### src/hw/rtl/fpsc_pkg.sv
// ----------------------------------------------------------------------------
// fpsc_pkg
// Shared types and constants for the frustum point/sphere cull core.
// ----------------------------------------------------------------------------
`default_nettype none

package fpsc_pkg;

	// Coordinate width (signed Q8.8 by default) and radius width
	localparam int COORD_W  = 16;
	localparam int RADIUS_W = 16;
	localparam int MAT_W    = 64;
	localparam int ENTRY_W  = 16;

	// Default and maximum number of planes tested
	localparam int PLANE_COUNT_DEF = 6;
	localparam int PLANE_MAX       = 6;

	// Plane codes; NONE_FAILED marks an item that no plane rejects
	localparam logic [2:0] PLANE_LEFT   = 3'd0;
	localparam logic [2:0] PLANE_RIGHT  = 3'd1;
	localparam logic [2:0] PLANE_TOP    = 3'd2;
	localparam logic [2:0] PLANE_BOTTOM = 3'd3;
	localparam logic [2:0] PLANE_NEAR   = 3'd4;
	localparam logic [2:0] PLANE_FAR    = 3'd5;
	localparam logic [2:0] NONE_FAILED  = 3'd6;

	// Configuration register indexes
	localparam logic [1:0] REG_ROW_ONE   = 2'd0;
	localparam logic [1:0] REG_ROW_TWO   = 2'd1;
	localparam logic [1:0] REG_ROW_THREE = 2'd2;
	localparam logic [1:0] REG_ROW_FOUR  = 2'd3;

	// Input transaction payload
	typedef struct packed {
		logic signed [COORD_W-1:0]  pos_x;
		logic signed [COORD_W-1:0]  pos_y;
		logic signed [COORD_W-1:0]  pos_z;
		logic        [RADIUS_W-1:0] sphere_radius;
	} cull_in_t;

	// Result transaction payload
	typedef struct packed {
		logic       inside_res;
		logic [2:0] first_failed_plane;
	} cull_out_t;

	// Item travelling down the chain of plane cells
	typedef struct packed {
		logic [2:0] fail;
		cull_in_t   item;
	} cull_tok_t;

	// The four matrix rows, row one at index 0
	typedef logic [3:0][MAT_W-1:0] mat_rows_t;

endpackage

`default_nettype wire

### src/hw/rtl/fpsc_cell.sv
// ----------------------------------------------------------------------------
// fpsc_cell
// One plane of the cull chain: two pipeline stages that build the plane from
// the matrix, form the dot product and record the first rejecting plane.
// ----------------------------------------------------------------------------
`default_nettype none

module fpsc_cell #(
	parameter int PLANE_IDX = 0
) (
	input  wire                       clk,
	input  wire                       arst_n,
	input  wire fpsc_pkg::mat_rows_t  mat,
	input  wire                       up_valid,
	input  wire fpsc_pkg::cull_tok_t  up_tok,
	output logic                      up_ready,
	output logic                      dn_valid,
	output fpsc_pkg::cull_tok_t       dn_tok,
	input  wire                       dn_ready
);
	import fpsc_pkg::*;

	localparam int COL    = PLANE_IDX / 2;
	localparam int N_W    = ENTRY_W + 1;
	localparam int PROD_W = N_W + COORD_W;
	localparam int RHS_W  = ENTRY_W + 3;
	localparam int SUM_W  = PROD_W + 2;
	localparam int RSH_W  = RHS_W + 8;
	localparam int CMP_W  = (SUM_W > RSH_W) ? SUM_W : RSH_W;
	localparam logic [2:0] MY_CODE = 3'(PLANE_IDX);

	logic signed [N_W-1:0]    n_x, n_y, n_z;
	logic signed [N_W:0]      plane_d;
	logic signed [RHS_W-1:0]  rhs;
	logic signed [PROD_W-1:0] p_x, p_y, p_z;

	logic                     vld_s1, vld_s2;
	cull_tok_t                tok_s1, tok_s2;
	logic signed [PROD_W-1:0] px_s1, py_s1, pz_s1;
	logic signed [RHS_W-1:0]  rhs_s1;

	logic signed [CMP_W-1:0]  dot_sum, rhs_ext;
	logic                     rej;
	logic                     ready_s1, ready_s2;

	// Plane normal and distance from column four and this plane's column
	if (PLANE_IDX % 2 == 1) begin : g_plus
		assign n_x  = $signed({mat[0][63], mat[0][63:48]})
			+ $signed({mat[0][COL*16+15], mat[0][COL*16 +: 16]});
		assign n_y  = $signed({mat[1][63], mat[1][63:48]})
			+ $signed({mat[1][COL*16+15], mat[1][COL*16 +: 16]});
		assign n_z  = $signed({mat[2][63], mat[2][63:48]})
			+ $signed({mat[2][COL*16+15], mat[2][COL*16 +: 16]});
		assign plane_d = -($signed({{2{mat[3][63]}}, mat[3][63:48]})
			+ $signed({{2{mat[3][COL*16+15]}}, mat[3][COL*16 +: 16]}));
	end else begin : g_minus
		assign n_x  = $signed({mat[0][63], mat[0][63:48]})
			- $signed({mat[0][COL*16+15], mat[0][COL*16 +: 16]});
		assign n_y  = $signed({mat[1][63], mat[1][63:48]})
			- $signed({mat[1][COL*16+15], mat[1][COL*16 +: 16]});
		assign n_z  = $signed({mat[2][63], mat[2][63:48]})
			- $signed({mat[2][COL*16+15], mat[2][COL*16 +: 16]});
		assign plane_d = -($signed({{2{mat[3][63]}}, mat[3][63:48]})
			- $signed({{2{mat[3][COL*16+15]}}, mat[3][COL*16 +: 16]}));
	end

	// Stage one: products and radius-adjusted distance (Q8.8)
	always_comb begin
		p_x = PROD_W'(n_x) * PROD_W'(up_tok.item.pos_x);
		p_y = PROD_W'(n_y) * PROD_W'(up_tok.item.pos_y);
		p_z = PROD_W'(n_z) * PROD_W'(up_tok.item.pos_z);
		rhs = $signed({plane_d[N_W], plane_d})
			- $signed({{(RHS_W-RADIUS_W){1'b0}}, up_tok.item.sphere_radius});
	end

	// Stage two: sum of products against distance scaled to Q16.16
	always_comb begin
		dot_sum = $signed({{(CMP_W-PROD_W){px_s1[PROD_W-1]}}, px_s1})
			+ $signed({{(CMP_W-PROD_W){py_s1[PROD_W-1]}}, py_s1})
			+ $signed({{(CMP_W-PROD_W){pz_s1[PROD_W-1]}}, pz_s1});
		rhs_ext = $signed({{(CMP_W-RSH_W){rhs_s1[RHS_W-1]}}, rhs_s1, 8'h00});
		rej     = (dot_sum < rhs_ext);
	end

	// Stage handshake: a stage loads when empty or when it moves on
	assign ready_s2 = !vld_s2 || dn_ready;
	assign ready_s1 = !vld_s1 || ready_s2;
	assign up_ready = ready_s1;

	always_ff @(posedge clk or negedge arst_n) begin
		if (!arst_n) begin
			vld_s1 <= 1'b0;
			vld_s2 <= 1'b0;
		end else begin
			if (ready_s1) vld_s1 <= up_valid;
			if (ready_s2) vld_s2 <= vld_s1;
		end
	end

	always_ff @(posedge clk) begin
		if (ready_s1 && up_valid) begin
			tok_s1 <= up_tok;
			px_s1  <= p_x;
			py_s1  <= p_y;
			pz_s1  <= p_z;
			rhs_s1 <= rhs;
		end
		if (ready_s2 && vld_s1) begin
			tok_s2.item <= tok_s1.item;
			// keep an earlier rejection, else note this plane
			tok_s2.fail <= (tok_s1.fail == NONE_FAILED && rej) ? MY_CODE : tok_s1.fail;
		end
	end

	assign dn_valid = vld_s2;
	assign dn_tok   = tok_s2;

endmodule

`default_nettype wire

### config.mk
export PLATFORM = sky130hd
export DESIGN_NAME = fpsc_cell
export DESIGN_NICKNAME = d
export VERILOG_FILES = /design/src/hw/rtl/fpsc_pkg.sv /design/src/hw/rtl/fpsc_cell.sv
export SDC_FILE = /design/constraint.sdc
export NUM_CORES = 2
export LEC_CHECK = 0
export BUFFER_PORTS_ARGS = -buffer_cell sky130_fd_sc_hd__buf_4
export CORE_ASPECT_RATIO = 1.4
export CORE_MARGIN = 4
export CORE_UTILIZATION = 55
export DETAILED_ROUTE_END_ITERATION = 10
export PLACE_DENSITY = 0.82
export SLEW_MARGIN = 20
export SYNTH_ARGS = -nofsm -noshare
export SYNTH_HDL_FRONTEND = slang
export SYNTH_SLANG_ARGS = --single-unit
### constraint.sdc
create_clock -name clk -period 5.7 [get_ports clk]
set_clock_uncertainty 0.15 [all_clocks]
set_input_delay 0.285 -clock clk [delete_from_list [all_inputs] [get_ports clk]]
set_output_delay 0.285 -clock clk [all_outputs]
set_load 0.02 [all_outputs]
**Word level (Yosys, flattened, before mapping)**

Index checks and enable logic that the tools add are counted.
W data, S select, Z words.

- Register bits: 254
- Input bits: 327
- Output and inout port bits: 69
- Logic and storage cells: 36

- Add/sub/neg operators: 8
- Multiply operators: 3
- Magnitude comparators: 1
- Eq/ne operators: 1
- Reductions and logical operators: 7

Operators with widths:

| cell | number |
|---|---|
| $mul A17 B16 Y33 | 3 |
| $sub A16 B16 Y17 | 4 |
| $add A34 B33 Y35 | 1 |
| $lt A35 B27 Y1 | 1 |
| $add A33 B33 Y34 | 1 |
| $sub A18 B17 Y19 | 1 |
| $neg A17 Y18 | 1 |
| $eq A3 B3 Y1 const B | 1 |
| $logic_and A1 B1 Y1 | 3 |
| $logic_not A1 Y1 | 2 |
| $logic_or A1 B1 Y1 | 2 |

**Depth between registers and ports, before layout**

- Depth in word-level cells: 4
- Gate-level depth with buffers: 36
- Mapped depth without buffers: 35

**Worst setup path before layout**

Ideal clock, no wire load.

- Path kind: input port to flip-flop
- Start: input port mat[176] (netlist name)
- End: register pz_s1[32] (data pin)
- Arrival: 7.971 ns
- Data required time: 5.290 ns
- Path slack: -2.681 ns
- Stages on the path: 34
- Buffers on the path: 1
- Cell sequence: inv_1 ha_1 fa_1 nor2b_1 o21ai_1 a21boi_1 o21ai_1 a21oi_2 a211oi_1 nor4b_1 o21ai_1 a41o_1 clkbuf_1 nand2_1 fa_1 fa_1 inv_1 fa_1 fa_1 fa_1 inv_1 fa_1 inv_1 ha_1 a21oi_1 nor2b_1 or3_1 a211o_1 o21ba_2 a41o_1 nor3_1 o21bai_1 a21oi_1 xnor2_1

- Cells in the longest elaborated chain, start to end: 2

Ends and longest elaborated chain:

| element | line | RTL |
|---|---|---|
| start, declared | fpsc_cell.sv:13 | `input wire fpsc_pkg::mat_rows_t mat,` |
| $sub A16 B16 Y17 | fpsc_cell.sv:62 | `- $signed({mat[2][COL*16+15], mat[2][COL*16 +: 16]});` |
| $mul A17 B16 Y33 | fpsc_cell.sv:71 | `p_z = PROD_W'(n_z) * PROD_W'(up_tok.item.pos_z);` |
| named net p_z[32] | fpsc_cell.sv:35 | `logic signed [PROD_W-1:0] p_x, p_y, p_z;` |
| end signal, assigned | fpsc_cell.sv:105 | `pz_s1 <= p_z;` |
| end, declared | fpsc_cell.sv:39 | `logic signed [PROD_W-1:0] px_s1, py_s1, pz_s1;` |

The timed path passes the listed nets, and every way through them passes these cells.
A chain may end at the register's enable or synchronous reset.

**Worst setup path in the final report**

- Start: input port mat[112] (netlist name)
- End: register py_s1[32] (data pin)

- Cells in the longest elaborated chain, start to end: 2

Ends and longest elaborated chain:

| element | line | RTL |
|---|---|---|
| $sub A16 B16 Y17 | fpsc_cell.sv:60 | `- $signed({mat[1][COL*16+15], mat[1][COL*16 +: 16]});` |
| $mul A17 B16 Y33 | fpsc_cell.sv:70 | `p_y = PROD_W'(n_y) * PROD_W'(up_tok.item.pos_y);` |
| named net p_y[32] | fpsc_cell.sv:35 |  |
| end signal, assigned | fpsc_cell.sv:104 | `py_s1 <= p_y;` |
| end, declared | fpsc_cell.sv:39 |  |

The timed path passes the listed nets, and every way through them passes these cells.

==> implementation parameters <==
Parameter                              Value

Outcome
  Run status    complete, but fails checks
  Violations in the final reports    setup timing

Die
  Starting Density    0.5544
  Ports placed on the boundary    396
  Floorplan row count    123
  Core footprint    0.08033 sq mm
  DIE AREA    0.08566 sq mm
  Die height    344.7 um
  DIE WIDTH    248.5 um

Drt
  Violation count after the first detailed-route iteration    2652
  Routed len/inst    20.90 um
  Via total after detailed routing    36968
  Final wirelength    137200 um
  Post-route ant nets    0
  First-pass iteration count of the detailed router    6
  Detailed-route DRC error count    0
  Via/cell ratio    5.631

Critical path
  Launching element type of the critical path    input port
  CP Data Arrival Time    8.22 ns
  Cell class contributing the biggest share of worst-path delay    adder cells
  Largest fanout of any net on the critical path    7
  Data required time of the critical path    5.90 ns
  Buf/Inv on CP    8
  Classification of the worst setup path    input port to flop
  Endpoint class of the critical path    flop
  Cell with the largest stage delay on the worst path    sky130_fd_sc_hd__fa_2
  Most common cell on crit path    sky130_fd_sc_hd__fa_2
  Slowest stage delay, CP    0.54 ns

Global routing
  Number of global-route vias before repair    40301
  GRT Residual Overflow    0
  GR Util All Layers    0.2866
  Largest net degree at the start of global routing    158
  Number of antenna violations at the first check in global routing    3
  First-pass GRT wire length    198200 um
  Global-route track usage on met1    0.2970
  Busiest metal layer after global routing    met2
  Met2 usage    0.5501
  Met3 usage    0.02986

Run
  Number of max-capacitance violations reported    0

STA
  Max Fclk    0.1247 GHz
  Transition time of the tightest slew-check pin    0.9914 ns
  Worst slew margin    0.3391
  Setup Viol. Count Final    72
  Final setup slack of the worst path    -2.318 ns
  Max-slew violations    0
  Final Hold Viols    0
  RSZ-0062 raised after global routing    true
  Hold slack final    0.08617 ns
  Final worst path period share    1.407
  Minimum period implied by the final worst setup slack    8.018 ns

Finish
  Nets    7065
  Post-layout utilization of the core    0.7275
  Synth-to-layout area growth    31.22%
  Cell area after layout    0.05844 sq mm
  Non-filler cells in the finished layout    6565
  Layout cells sized above 1    0.2923

Clock tree
  Number of buffers on the longest clock path    3
  Number of H-tree levels    1
  Number of buffers created by CTS    29
  Clock-pin transition on the worst setup and hold timing paths    0.06 ns
  Clock latency at the later pin of the worst-skew pair    0.61 ns
  CTS tree    built
  Number of clock sinks seen by CTS    254
  Clk Tree Root Cell    sky130_fd_sc_hd__clkbuf_16

Placement
  Total half-perimeter wirelength after legalization and detailed placement    95800 um
  Final RePlAce weighted congestion    0.9269
  Placed cell area    0.05329 sq mm
  Port Buf Inserts    267
  Placed instance count    6295

Synth
  Part of the Yosys area used for sequential elements    0.1710
  Synth unique cells    74
  Number of nets in the synthesized netlist    6030
  Post-synth EDFFs    252
  Flip-flop and latch count after synthesis    254
  Post-synth design cell area    0.04454 sq mm
  Post-Synthesis Mean Instance Area    10.02 sq um
  Synth Flop Type    sky130_fd_sc_hd__edfxtp_1
  Number of warning messages in the yosys log    0
  Ys async rst share    0.007874
  Cells after Synth    4444

Hold path
  Tightest Hold Check Type    input port to flop
metrics by stage:
| stage | setup TNS (ns) | worst slack (ns) |
|---|---|---|
| 6_report | -103.44 | -2.318 |
| 5_1_grt | -118.09 | -2.654 |
| 4_1_cts | -82.29 | -1.973 |
| 3_5_place_dp | -141.09 | -2.942 |
| 3_3_place_gp | -131.49 | -2.704 |
| 2_1_floorplan | -86.39 | -2.095 |
per-layer routing:
metal	wire [um]	vias up
met5	7	-
li1	-	15650
met3	8695	928
met4	13400	2
met1	42220	18405
met2	72850	1983
registers in the layout, summed over array words and instances (netlist names):
name and flops:
dn_tok 67, tok_s1 67, px_s1 33, py_s1 33, pz_s1 33, rhs_s1 19
dn_valid 1, vld_s1 1
cells in the final DEF (no fill, tap or decap), types with 16 or more instances in the layout:
master / netlist / final
sky130_fd_sc_hd__a21oi_1: 119 / 64
sky130_fd_sc_hd__and2_1: 329 / 304
sky130_fd_sc_hd__ha_4: 0 / 59
sky130_fd_sc_hd__and2_4: 0 / 25
sky130_fd_sc_hd__ha_1: 379 / 308
sky130_fd_sc_hd__fa_1: 880 / 844
sky130_fd_sc_hd__dlygate4sd3_1: 0 / 71
sky130_fd_sc_hd__buf_4: 1 / 937
sky130_fd_sc_hd__a21o_1: 57 / 57
sky130_fd_sc_hd__o21a_1: 17 / 17
sky130_fd_sc_hd__o21bai_1: 21 / 16
sky130_fd_sc_hd__nor3_1: 37 / 28
sky130_fd_sc_hd__a21oi_2: 5 / 46
sky130_fd_sc_hd__fa_2: 0 / 36
sky130_fd_sc_hd__nand2b_1: 42 / 41
sky130_fd_sc_hd__xnor2_1: 135 / 108
sky130_fd_sc_hd__xor2_1: 39 / 33
sky130_fd_sc_hd__nor2_1: 125 / 111
sky130_fd_sc_hd__o21ai_2: 3 / 21
sky130_fd_sc_hd__buf_6: 0 / 80
sky130_fd_sc_hd__buf_12: 0 / 22
sky130_fd_sc_hd__edfxtp_1: 252 / 252
sky130_fd_sc_hd__inv_2: 0 / 71
sky130_fd_sc_hd__clkbuf_16: 0 / 29
sky130_fd_sc_hd__nand2_1: 441 / 397
sky130_fd_sc_hd__xnor2_2: 0 / 19
sky130_fd_sc_hd__nand4_1: 19 / 19
sky130_fd_sc_hd__nor2b_1: 84 / 74
sky130_fd_sc_hd__o21ai_0: 63 / 35
sky130_fd_sc_hd__nand2_2: 0 / 30
sky130_fd_sc_hd__nand3_1: 37 / 29
sky130_fd_sc_hd__inv_1: 1067 / 990
cell usage after synthesis, drive strengths merged (10+ instances only):
master / instances / share of area
inv: 1067 / 0.090
fa: 880 / 0.40
nand2: 441 / 0.037
ha: 379 / 0.11
and2: 329 / 0.046
edfxtp: 252 / 0.17
xnor2: 135 / 0.027
nor2: 126 / 0.011
a21oi: 124 / 0.014
clkbuf: 97 / 0.0082
nor2b: 84 / 0.012
o21ai: 76 / 0.0088
a21o: 57 / 0.0096
nand2b: 42 / 0.0059
xor2: 39 / 0.0077
nor3: 38 / 0.0044
nand3: 37 / 0.0042
o21bai: 21 / 0.0035
a211oi: 20 / 0.0039
and3: 19 / 0.0027
nand4: 19 / 0.0027
buf: 17 / 0.0019
o21a: 17 / 0.0029
a21boi: 12 / 0.0020
or3: 12 / 0.0017
a31oi: 10 / 0.0015
o211ai: 10 / 0.0017
what timing repair did:
item,CTS,global route
resized for setup,198,310
hold endpoints to repair,73,0
gates cloned,3,1
hold buffers,71,0
pin swaps,115,200
endpoints found under the setup margin,71,77
setup buffers,78,86
path summary, 6_finish.rpt:
check / cells past startpoint / startpoint / slack [ns] / endpoint
worst max-delay path: 36 / mat[112] / -2.32 / py_s1[32]
worst min-delay path: 3 / mat[207] / 0.09 / rhs_s1[18]
worst max register to register: 23 / py_s1[7] / 0.09 / dn_tok[65]
worst min register to register: 0 / tok_s1[37] / 0.26 / dn_tok[37]
max in group asynchronous: 3 / arst_n / 4.88 / dn_valid
min in group asynchronous: 3 / arst_n / 0.39 / vld_s1
cell type report:
| class | count | area, sq um |
|---|---|---|
| flip-flops and latches | 254 | 7617 |
| multi-input cells | 3010 | 35180 |
| diodes | 1 | 2.502 |
| well taps | 1062 | 1329 |
| fillers | 4811 | 21890 |
| clock buffers | 30 | 729.5 |
| clock inverters | 24 | 381.6 |
| inverters | 1067 | 4040 |
| repair buffers | 1117 | 9161 |
kinds of logic (layout without fill, tap and decap cells):
group                      count (synthesis)  count (layout)  share of synthesized area
AOI/OAI and AO/OA                        405             405                    0.06121
xor gates and xnor gates                 174             174                    0.03422
adders and majority gates               1259            1259                     0.5020
buffers and inverters                   1181            2238                    0.09995
DFF                                      254             254                     0.1710
muxes                                      5               5                   0.001236
other                                      0               1                          0
and+or+nand+nor                         1166            1167                     0.1304
worst min-delay path, stage by stage:
cell,delay (ns)
sky130_fd_sc_hd__buf_4,0.11
sky130_fd_sc_hd__ha_1,0.20
sky130_fd_sc_hd__xor2_1,0.09
Power is not shown: default switching activity piles up to over one toggle a cycle in this logic, so the estimate is an artifact.
